[config.mk]
export PLATFORM = sky130hd
export DESIGN_NAME = rcd_ram
export DESIGN_NICKNAME = d
export VERILOG_FILES = /design/src/hw/rtl/rcd_ram.sv
export SDC_FILE = /design/constraint.sdc
export NUM_CORES = 1
export LEC_CHECK = 0
export ABC_CLOCK_PERIOD_IN_PS = 2000
export BUFFER_PORTS_ARGS = -buffer_cell sky130_fd_sc_hd__buf_2
export CORE_AREA = 2 2 118 120
export DETAILED_ROUTE_END_ITERATION = 6
export DIE_AREA = 0 0 120 122
export GPL_TIMING_DRIVEN = 0
export PLACE_DENSITY = 0.51
export SYNTH_ARGS = -nofsm -noshare
export SYNTH_HDL_FRONTEND = slang
export SYNTH_SLANG_ARGS = --single-unit
export TNS_END_PERCENT = 10
[constraint.sdc]
create_clock -name clock -period 2 [get_ports clock]
set_clock_uncertainty 0.05 [all_clocks]
set_input_delay 0.1 -clock clock [delete_from_list [all_inputs] [get_ports clock]]
set_output_delay 0.1 -clock clock [all_outputs]
set_load 0.05 [all_outputs]
[src/hw/rtl/rcd_ram.sv]
// Generic single-port-write, single-port-read RAM with registered read.
module rcd_ram #(
   parameter int WIDTH = 8,
   parameter int DEPTH = 16
) (
   input  logic                     clock,
   input  logic                     wr_en,
   input  logic [$clog2(DEPTH)-1:0] wr_addr,
   input  logic [WIDTH-1:0]         wr_data,
   input  logic                     rd_en,
   input  logic [$clog2(DEPTH)-1:0] rd_addr,
   output logic [WIDTH-1:0]         rd_data
);

   logic [WIDTH-1:0] mem [DEPTH];
   logic [WIDTH-1:0] rd_data_ff;

   always_ff @(posedge clock) begin
      if (wr_en) begin
         mem[wr_addr] <= wr_data;
      end
      if (rd_en) begin
         rd_data_ff <= mem[rd_addr];
      end
   end

   assign rd_data = rd_data_ff;

endmodule

==> results of run 1 <==
metal layers:
metal  routed length, um  up-vias  track usage, %
met5                   0        -               0
met4                 190        0            6.84
met3                 399       15            5.29
met2                4820       53            23.3
met1                4680     1196            20.0
li1                    -     1068               -
layout by cell type, fill, tap and decap left out, types with 3 or more instances in the layout:
cell and count:
clkdlybuf4s25_2 3, mux4_1 14, mux4_2 18, nor2_1 13, edfxtp_1 136, nor3_1 3, a22oi_1 16, buf_6 3
bufinv_16 9, buf_2 28, nand2_1 9, clkbuf_16 17
synth_stat cells:
| cell type | number | area [um^2] |
|---|---|---|
| nand3_1 | 1 | 5.00 |
| buf_6 | 3 | 33.8 |
| buf_2 | 3 | 15.0 |
| edfxtp_1 | 136 | 4080 |
| or3b_2 | 1 | 8.76 |
| nand3b_1 | 2 | 15.0 |
| nor2b_1 | 1 | 6.26 |
| a22oi_1 | 16 | 120 |
| mux4_1 | 14 | 368 |
| nand2b_1 | 2 | 12.5 |
| nor3_1 | 4 | 20.0 |
| buf_4 | 1 | 7.51 |
| and2_1 | 1 | 6.26 |
| nor2_1 | 13 | 48.8 |
| nand2_1 | 9 | 33.8 |
| clkdlybuf4s25_2 | 3 | 30.0 |
| and2b_1 | 1 | 7.51 |
| mux4_2 | 18 | 405 |
worst min path at each step:
stage                           endpoint  depth (start not counted)       start
finish               mem[7][6]$_DFFE_PP_                          1  wr_data[6]
global route         mem[7][6]$_DFFE_PP_                          1  wr_data[6]
CTS                  mem[1][5]$_DFFE_PP_                          1  wr_data[5]
detailed placement  rd_data[2]$_DFFE_PP_                          1       rd_en
global placement    rd_data[2]$_DFFE_PP_                          1       rd_en
floorplan            mem[0][0]$_DFFE_PP_                          0  wr_data[0]
state kept, by name, indices dropped and copies added (netlist names):
register / count
mem: 128
rd_data: 8
worst max-delay path, cell delays in order:
cell    delay [ps]
buf_2          110
or3b_2         540
nor3_1        1070
power breakdown:
group | switching [mW] | internal [mW] | leakage, nW | total [mW]
Clock | 1.10 | 2.71 | 0.352 | 3.80
Sequential | 0.0123 | 3.21 | 1.24 | 3.23
Combinational | 0.227 | 0.125 | 0.523 | 0.352
through the flow:
step | area [um^2] | worst slack (ps) | util (%) | hold slack, ps | total power, mW
floorplan | 5230 | 357 | - | 149 | 3.49
global placement | 5580 | -281 | 41.3 | 393 | 3.63
detailed placement | 5580 | -259 | 41.3 | 388 | 3.64
CTS | 6320 | 173 | 46.8 | 28.6 | 7.44
global route | 6320 | 94.4 | 46.8 | 41.4 | 7.60
finish | 6320 | 139 | 46.8 | 38.6 | 7.38
cell families (layout without fill, tap and decap cells):
group	count (synthesis)	count (layout)	synth area share, %
DFF	136	136	78.1
and+or+nand+nor	35	35	3.14
muxes	32	32	14.8
AOI/OAI and AO/OA	16	16	2.30
buffers and inverters	10	68	1.65
layout make-up:
cell class / instances / area share [%]
Sequential cell: 136 / 64.6
Multi-Input combinational cell: 83 / 16.8
Clock buffer: 18 / 6.79
Clock inverter: 14 / 4.75
Tap cell: 180 / 3.56
Timing Repair Buffer: 26 / 2.14
Buffer: 10 / 1.37
==> results.md, run 1 <==
- Routability Congestion: 0.674
- Initial core utilization: 38.7%
- Detail Placement HPWL: 6.43 mm
- RSZ-0062 raised after global routing: no
- CTS tree: yes
- Maximum clock rate: 537 MHz
- Final setup vio count: 0
- Antenna-violating nets left: 0
- Inst Count DP: 434
- Via-per-instance ratio: 4.99
- Setup TNS: 0 ps
- Minimum clock period: 1860 ps
- Sequential area share after synthesis: 78.1%
- PwrDens: 1170 nW/um^2
- Core Footprint: 13500 um^2
- CP startpoint: wr_addr[2]
- FF-to-FF path depth: 3
- Crit-path max FO: 8
- Layout area overhead: 20.9%
- DRC: 0
- Wire length of the first global-routing pass: 15.1 mm
- Max_cap viols: 0
- Ant diodes: 0
- #FFs+latches synth: 136
- Status: finished, final reports clean
- Nets: 293
- Die Wd: 120 um
- Die height: 122 um
- Gr ovfl total: 0
- CP Class: primary input to register
- Non-filler cells, final: 467
- CP Capture Type: register
- RR Startpoint: mem[5][0]$_DFFE_PP_
- Vias in the first global route: 2441
- Port Buffers: 25
- Clk Latency, worst-skew pair: 410 ps
- Fill count: 1099
- CP Data Required Time: 1960 ps
- Netlist cell types: 18
- P_leak: 2.11 nW
- Hold crit path type: primary input to register
- CP arrival: 1820 ps
- Syn Nets: 248
- Syn_area_per_cell: 22.8 um^2
- Pin count of the biggest net entering global routing: 17
- FF/Latch Area: 4080 um^2
- H-tree depth: 4
- Postcts setup bufs: 0
- Synth Instances: 229
- Cts bufs inserted: 17
- Syn Std Cell Area: 5230 um^2
- Die area: 14600 um^2
- Worst-Margin Slew: 1380 ps
- Clk slew on worst S/H paths: 50 ps
- Hold Vio Cnt, Final: 0
- Average routed wire per standard cell: 21.6 um
- VDD IR max: 0.538 mV
- CP Capture Point: mem[0][1]$_DFFE_PP_
- Max-slew violations: 0
- R2R Setup Slk: 360 ps
- CTS Sinks: 136
- Multi-input gate area: 1060 um^2
- RR Endpoint: rd_data[0]$_DFFE_PP_
- Hold_buf cts: 1
- Routed wire length: 10.1 mm
- Max Buffers Root-to-Sink: 2
- Yosys Warn Count: 0
- CTS root buf: clkbuf_16
- Worst setup SP type: primary input
- Pre-antenna DRT Iters: 4
- Number of top-level pins: 27
- Rows: 43
- Vias: 2332
- CTS resizes: 0
- Ratio of cells with drive above 1 in the final layout: 29.6%
- Total track usage: 15.3%
- Initial antenna violation count: 0
- Worst slew margin: 7.26%
- Fin crit share: 93.1%
- DRT iter0 DRCs: 149
Note: power is estimated with default switching activity, not from simulation.
==> run 2, diff against run 1 <==
==> config.mk (replaced) <==
export PLATFORM = sky130hd
export DESIGN_NAME = rcd_ram
export DESIGN_NICKNAME = d
export VERILOG_FILES = /design/src/hw/rtl/rcd_ram.sv
export SDC_FILE = /design/constraint.sdc
export NUM_CORES = 1
export LEC_CHECK = 0
export ABC_AREA = 1
export ABC_CLOCK_PERIOD_IN_PS = 2000
export BUFFER_PORTS_ARGS = -buffer_cell sky130_fd_sc_hd__buf_2
export CELL_PAD_IN_SITES_DETAIL_PLACEMENT = 1
export CELL_PAD_IN_SITES_GLOBAL_PLACEMENT = 1
export CORE_AREA = 2 2 124 126
export DETAILED_ROUTE_END_ITERATION = 6
export DIE_AREA = 0 0 126 128
export GPL_TIMING_DRIVEN = 0
export PLACE_DENSITY = 0.62
export SYNTH_ARGS = -nofsm -noshare
export SYNTH_HDL_FRONTEND = slang
export SYNTH_SLANG_ARGS = --single-unit
export TNS_END_PERCENT = 20
==> run 2 against run 1 <==
Non-clock buffer count up 12; global-route usage up 5.7 points; area after synthesis up 12%; sequential share of layout area down 4.1 points; maximum frequency up 47%; sequential power about the same; via count up 67%; critical path type is now register to register; critical endpoint is now rd_data[5]$_DFFE_PP_; largest cell class unchanged; highest routed layer unchanged.
==> results.md, run 2 <==
- Fin crit share: 63.1% (was 93.1%)
- CTS tree: yes (unchanged)
- Clk Latency, worst-skew pair: 420 ps (was 410 ps)
- P_leak: 2.89 nW (was 2.11 nW)
- Metal1 wirelength: 7.39 mm (was 4.68 mm)
- Cts bufs inserted: 17 (unchanged)
- Maximum clock rate: 792 MHz (was 537 MHz)
- CP Capture Type: register (unchanged)
- Most frequent cells in the layout: 173 x nand2_1, 136 x edfxtp_1, 100 x inv_1, 97 x nand3_1, 36 x buf_2 (was 136 x edfxtp_1, 28 x buf_2, 18 x mux4_2, 17 x clkbuf_16, 16 x a22oi_1)
- Post-Synth Adder-Cell Area: 0% (unchanged)
- Ant diodes: 0 (unchanged)
- Netlist cell types: 11 (was 18)
- Status: finished, final reports clean (unchanged)
- CP Data Required Time: 2110 ps (was 1960 ps)
- Synth Instances: 551 (was 229)
- Port Buffers: 23 (was 25)
- Commonest non-fill, non-tap cell in the layout: nand2_1 (was edfxtp_1)
- Routed wire length: 15.7 mm (was 10.1 mm)
- Synth Area in Simple Gates: 20.8% (was 3.14%)
- CP arrival: 1370 ps (was 1820 ps)
- Nets: 613 (was 293)
- Gr ovfl total: 0 (unchanged)
- Detail Placement HPWL: 10.5 mm (was 6.43 mm)
- Die area: 16100 um^2 (was 14600 um^2)
- Max-slew violations: 0 (unchanged)
- Hold crit path type: primary input to register (unchanged)
- Antenna-violating nets left: 0 (unchanged)
- Syn Std Cell Area: 5850 um^2 (was 5230 um^2)
- Most frequent cell after synthesis: nand2_1 (was edfxtp_1)
- Synth top area cells: edfxtp_1 70%, nand2_1 11%, nand3_1 8.3% (was edfxtp_1 78%, mux4_2 7.8%, mux4_1 7.0%)
- Max Buffers Root-to-Sink: 2 (unchanged)
- Wire length of the first global-routing pass: 24.0 mm (was 15.1 mm)
- Average routed wire per standard cell: 19.8 um (was 21.6 um)
- Share of the synthesized area in the top cell type: 69.8% (was 78.1%)
- CTS root buf: clkbuf_16 (unchanged)
- Ratio of cells with drive above 1 in the final layout: 12.0% (was 29.6%)
- DR top layer: met4 (unchanged)
- Initial core utilization: 39.3% (was 38.7%)
- Crit-path max FO: 1 (was 8)
- Largest family of logic cells by synthesized area: simple AND/OR/NAND/NOR gates (was multiplexers)
- Sequential area share after synthesis: 69.8% (was 78.1%)
- Syn_area_per_cell: 10.6 um^2 (was 22.8 um^2)
- RSZ-0062 raised after global routing: no (unchanged)
- Setup TNS: 0 ps (unchanged)
- Core Footprint: 14900 um^2 (was 13500 um^2)
- H-tree depth: 4 (unchanged)
- Number of synthesized flops with an enable pin: 136 (unchanged)
- R2R Setup Slk: 740 ps (was 360 ps)
- Met2 Wirelength: 7.27 mm (was 4.82 mm)
- Number of top-level pins: 27 (unchanged)
- Initial antenna violation count: 0 (unchanged)
- Hold_ws: 54.5 ps (was 38.6 ps)
- Pin count of the biggest net entering global routing: 17 (unchanged)
- Compound-Gate Fraction of Synth Area: 0% (was 2.30%)
- Worst-Margin Slew: 1010 ps (was 1380 ps)
- CP Class: register to register (was primary input to register)
- Via-per-instance ratio: 4.90 (was 4.99)
- Syn Nets: 570 (was 248)
- Worst slew margin: 32.3% (was 7.26%)
- Layout area overhead: 15.5% (was 20.9%)
- Pre-antenna DRT Iters: 5 (was 4)
- DRC: 0 (unchanged)
- VDD IR max: 0.552 mV (was 0.538 mV)
- Most frequent cells after synthesis: 173 x nand2_1, 136 x edfxtp_1, 100 x inv_1 (was 136 x edfxtp_1, 18 x mux4_2, 16 x a22oi_1)
- Max reg flops: 128 (unchanged)
- Met3 routed WL: 658 um (was 399 um)
- Clk slew on worst S/H paths: 50 ps (about the same)
- PwrDens: 980 nW/um^2 (was 1170 nW/um^2)
- Yosys Warn Count: 0 (unchanged)
- Worst setup SP type: register (was primary input)
- Fill count: 1660 (was 1099)
- Total track usage: 21.0% (was 15.3%)
- Vias: 3895 (was 2332)
- Rows: 45 (was 43)
- Minimum clock period: 1260 ps (was 1860 ps)
- XOR/XNOR share of the synthesized area: 0% (unchanged)
- Final setup vio count: 0 (unchanged)
- Multiplexer share of the synthesized area: 0% (was 14.8%)
- Ys async rst share: 0% (unchanged)
- Vias in the first global route: 4019 (was 2441)
- Hold Vio Cnt, Final: 0 (unchanged)
- Synth Flop Type: edfxtp_1 (unchanged)
- CTS Sinks: 136 (unchanged)
- #FFs+latches synth: 136 (unchanged)
- Max_cap viols: 0 (unchanged)
- Routability Congestion: 0.821 (was 0.674)
- Die height: 128 um (was 122 um)
- Biggest register: mem (unchanged)
- Die Wd: 126 um (was 120 um)
- DRT iter0 DRCs: 274 (was 149)
- Dominant cell type by area after synthesis: edfxtp_1 (unchanged)
## run 2: changes by cell type in the layout (fill, tap and decap cells not counted), moves of 4 or more
cell / before / now
buf_2: 28 / 36
mux4_2: 18 / 0
mux4_1: 14 / 0
inv_1: 0 / 100
a22oi_1: 16 / 0
nand3_1: 1 / 97
bufinv_16: 9 / 2
nand2_1: 9 / 173
nor2_1: 13 / 17
## run 2: final timing paths
check,startpoint,endpoint,cells after the start
max,mem[10][5]$_DFFE_PP_,rd_data[5]$_DFFE_PP_,6
min,wr_data[2],mem[5][2]$_DFFE_PP_,1
max reg2reg,mem[10][5]$_DFFE_PP_,rd_data[5]$_DFFE_PP_,6
min reg2reg,mem[4][1]$_DFFE_PP_,rd_data[1]$_DFFE_PP_,6
## run 2: timing repair
action | CTS | global route
setup buffers | 0 | 0
resized for setup | 0 | 0
hold buffers | 1 | 0
hold endpoints to repair | 8 | 0
## run 2: area by class of cell
type	instances	area [um^2]	area share (%)
well taps	188	235	3.48
plain buffers	24	166	2.46
repair buffers	24	125	1.85
clock buffers	21	440	6.52
inverters	102	383	5.67
clock inverters	11	106	1.57
flip-flops and latches	136	4080	60.5
multi-input cells	289	1210	18.0
## run 2: per-layer routing
layer,GRT usage (%),vias up
met5,0,-
met4,9.50,0
met3,4.30,31
met2,32.6,93
met1,28.7,1909
li1,-,1862
## run 2: per-stage QoR
stage	total power, mW	util (%)	cells	area [um^2]	worst slack (ps)
after floorplan	3.56	-	551	5850	899
after global placement	3.75	41.7	762	6200	320
after detailed placement	3.76	41.7	762	6200	248
after CTS	6.67	45.4	795	6750	699
after global routing	6.83	45.4	795	6750	647
final	6.62	45.4	795	6750	738
## run 2: critical path, cell delays in order, from the launching register on
cell	delay [ps]
edfxtp_1	370
inv_1	80
nand2_1	50
nand3_1	110
nand3_1	90
nand3_1	170
nand2_1	80
## run 2: kinds of logic after synthesis
group | count (synthesis)
flip-flops | 136
buffers and inverters | 126
AND/OR/NAND/NOR | 289
## run 2: report_power, final
part | switching (mW) | internal, mW | total, mW
logic | 0.353 | 0.121 | 0.474
clock network | 1.11 | 1.81 | 2.92
registers | 0.0149 | 3.21 | 3.23
==> run 3, diff against run 2 <==
--- a/config.mk
+++ b/config.mk
@@ -6,7 +6,7 @@
 export NUM_CORES = 1
 export LEC_CHECK = 0
 export ABC_AREA = 1
-export ABC_CLOCK_PERIOD_IN_PS = 2000
+export ABC_CLOCK_PERIOD_IN_PS = 1300
 export BUFFER_PORTS_ARGS = -buffer_cell sky130_fd_sc_hd__buf_2
 export CELL_PAD_IN_SITES_DETAIL_PLACEMENT = 1
 export CELL_PAD_IN_SITES_GLOBAL_PLACEMENT = 1
==> constraint.sdc (replaced) <==
create_clock -name clock -period 1.3 [get_ports clock]
set_clock_uncertainty 0.05 [all_clocks]
set_input_delay 0.065 -clock clock [delete_from_list [all_inputs] [get_ports clock]]
set_output_delay 0.065 -clock clock [all_outputs]
set_load 0.05 [all_outputs]
==> run 3 against run 2 <==
Combinational power up 55%; routed wire length is 0.78% higher; worst setup slack lost 680 ps; worst hold slack lost 32 ps; first-iteration DRC count increased by 7.3%; sequential power rose by 54%; clock power rose by 54%; die area stayed put; final cell count is the same; critical path type unchanged; critical endpoint is now rd_data[4]$_DFFE_PP_; highest routed layer unchanged.
==> results.md, run 3 (synthesis gave the netlist of run 2 again) <==
- Postcts setup bufs: 0 (unchanged)
- Routability Congestion: 0.821 (unchanged)
- Max_cap viols: 0 (unchanged)
- Biggest register: mem (unchanged)
- DRT iter0 DRCs: 294 (was 274)
- Die area: 16100 um^2 (unchanged)
- Final Util: 45.5% (was 45.4%)
- Die height: 128 um (unchanged)
- RSZ-0062 raised after global routing: yes (was no)
- Pin count of the biggest net entering global routing: 17 (unchanged)
- Ant diodes: 0 (unchanged)
- Hold Vio Cnt, Final: 0 (unchanged)
- CTS Sinks: 136 (unchanged)
- Max Buffers Root-to-Sink: 2 (unchanged)
- Average routed wire per standard cell: 19.9 um (was 19.8 um)
- VDD IR max: 0.855 mV (was 0.552 mV)
- Vias: 3913 (was 3895)
- Hold crit path type: primary input to register (unchanged)
- DRC: 0 (unchanged)
- H-tree depth: 4 (unchanged)
- Worst setup SP type: register (unchanged)
- Nets: 613 (unchanged)
- Pwr Total: 10.2 mW (was 6.62 mW)
- Status: finished, final reports clean (unchanged)
- CP arrival: 1350 ps (was 1370 ps)
- PwrDens: 1510 nW/um^2 (was 980 nW/um^2)
- CTS root buf: clkbuf_16 (unchanged)
- Final instance area: 6770 um^2 (was 6750 um^2)
- Detail Placement HPWL: 10.5 mm (unchanged)
- P_leak: 2.90 nW (was 2.89 nW)
- Commonest non-fill, non-tap cell in the layout: nand2_1 (unchanged)
- Pre-antenna DRT Iters: 5 (unchanged)
- Antenna-violating nets left: 0 (unchanged)
- Initial core utilization: 39.3% (unchanged)
- Worst-Margin Slew: 996 ps (was 1010 ps)
- Maximum clock rate: 807 MHz (was 792 MHz)
- CTS tree: yes (unchanged)
- Final setup vio count: 0 (unchanged)
- CP Class: register to register (unchanged)
- Clk Latency, worst-skew pair: 420 ps (about the same)
- Port Buffers: 23 (unchanged)
- Die Wd: 126 um (unchanged)
- Fill count: 1658 (was 1660)
- Clk slew on worst S/H paths: 60 ps (was 50 ps)
- Max reg flops: 128 (unchanged)
- Worst path max stage delay: 350 ps (was 370 ps)
- Number of top-level pins: 27 (unchanged)
- Max-slew violations: 0 (unchanged)
- Ratio of cells with drive above 1 in the final layout: 12.5% (was 12.0%)
- Routed wire length: 15.9 mm (was 15.7 mm)
- Wire length of the first global-routing pass: 24.0 mm (unchanged)
- CP Data Required Time: 1410 ps (was 2110 ps)
- Fin crit share: 95.4% (was 63.1%)
- Placed Area: 6200 um^2 (unchanged)
- Setup TNS: 0 ps (unchanged)
- Minimum clock period: 1240 ps (was 1260 ps)
- Vias in the first global route: 4019 (unchanged)
- Initial antenna violation count: 0 (unchanged)
- Crit-path max FO: 1 (unchanged)
- Core Footprint: 14900 um^2 (unchanged)
- Slowest cell on the critical path: edfxtp_1 (unchanged)
- Gr ovfl total: 0 (unchanged)
- Worst slew margin: 33.4% (was 32.3%)
- Most frequent cells in the layout: 173 x nand2_1, 136 x edfxtp_1, 100 x inv_1, 95 x nand3_1, 36 x buf_2 (was 173 x nand2_1, 136 x edfxtp_1, 100 x inv_1, 97 x nand3_1, 36 x buf_2)
- Via-per-instance ratio: 4.92 (was 4.90)
- CP Capture Type: register (unchanged)
- Cts bufs inserted: 17 (unchanged)
- Total track usage: 21.0% (unchanged)
- Worst-path cell chain: inv_1 > nand2_1 > nand3_1 > nand3_1 > nand3_2 > nand2_1 (was inv_1 > nand2_1 > nand3_1 > nand3_1 > nand3_1 > nand2_1)
- Layout area overhead: 15.7% (was 15.5%)
- Rows: 45 (unchanged)
-- run 3: cell counts in the layout (fill, tap and decap cells not counted) --
No cell type changed its count.
-- run 3: where the power goes --
group	total [mW]	switching [mW]	leakage, nW	internal [mW]
clock	4.51	1.73	0.263	2.78
sequential	4.97	0.0229	1.24	4.94
combinational	0.735	0.548	1.40	0.188
total	10.2	2.30	2.90	7.91
-- run 3: layer usage --
layer  track usage (%)  routed length (um)  part of all wire (%)
met1              28.7                7560                    48
met2              32.6                7350                    46
met3              4.30                 549                   3.5
met4              9.50                 400                   2.5
met5                 0                   0                     0
-- run 3: cell type report --
type | count | area, um^2 | area share [%]
Sequential cell | 136 | 4080 | 60.4
Multi-Input combinational cell | 289 | 1230 | 18.1
Clock buffer | 21 | 440 | 6.51
Inverter | 102 | 383 | 5.66
Tap cell | 188 | 235 | 3.48
Buffer | 24 | 166 | 2.46
Timing Repair Buffer | 24 | 125 | 1.85
Clock inverter | 11 | 106 | 1.57
-- run 3: worst paths after layout --
check | to | slack (ps) | cells past startpoint | start
min | mem[5][2]$_DFFE_PP_ | 20 | 1 | wr_data[2]
max reg2reg | rd_data[4]$_DFFE_PP_ | 60 | 6 | mem[11][4]$_DFFE_PP_
max | rd_data[4]$_DFFE_PP_ | 60 | 6 | mem[11][4]$_DFFE_PP_
min reg2reg | rd_data[1]$_DFFE_PP_ | 740 | 6 | mem[4][1]$_DFFE_PP_
-- run 3: repair_timing --
action / in CTS / in global routing
gates resized for setup: 0 / 3
endpoints found under the hold margin: 8 / 0
hold buffers: 1 / 0
endpoints found under the setup margin: 0 / 12
-- run 3: worst max-delay path: cells and delay by family (launching register included) --
kind / cells / cell delay [ps]
and+or+nand+nor: 5 / 520
buffers and inverters: 1 / 60
DFF: 1 / 350
-- run 3: stage by stage --
| step | hold slack [ps] | cells | worst slack [ps] |
|---|---|---|---|
| 2_1_floorplan | 114 | 551 | 234 |
| 3_3_place_gp | 381 | 762 | -345 |
| 3_5_place_dp | 389 | 762 | -417 |
| 4_1_cts | 10.7 | 795 | 33.6 |
| 5_1_grt | 16.4 | 795 | -14.3 |
| 6_report | 22.6 | 795 | 60.3 |
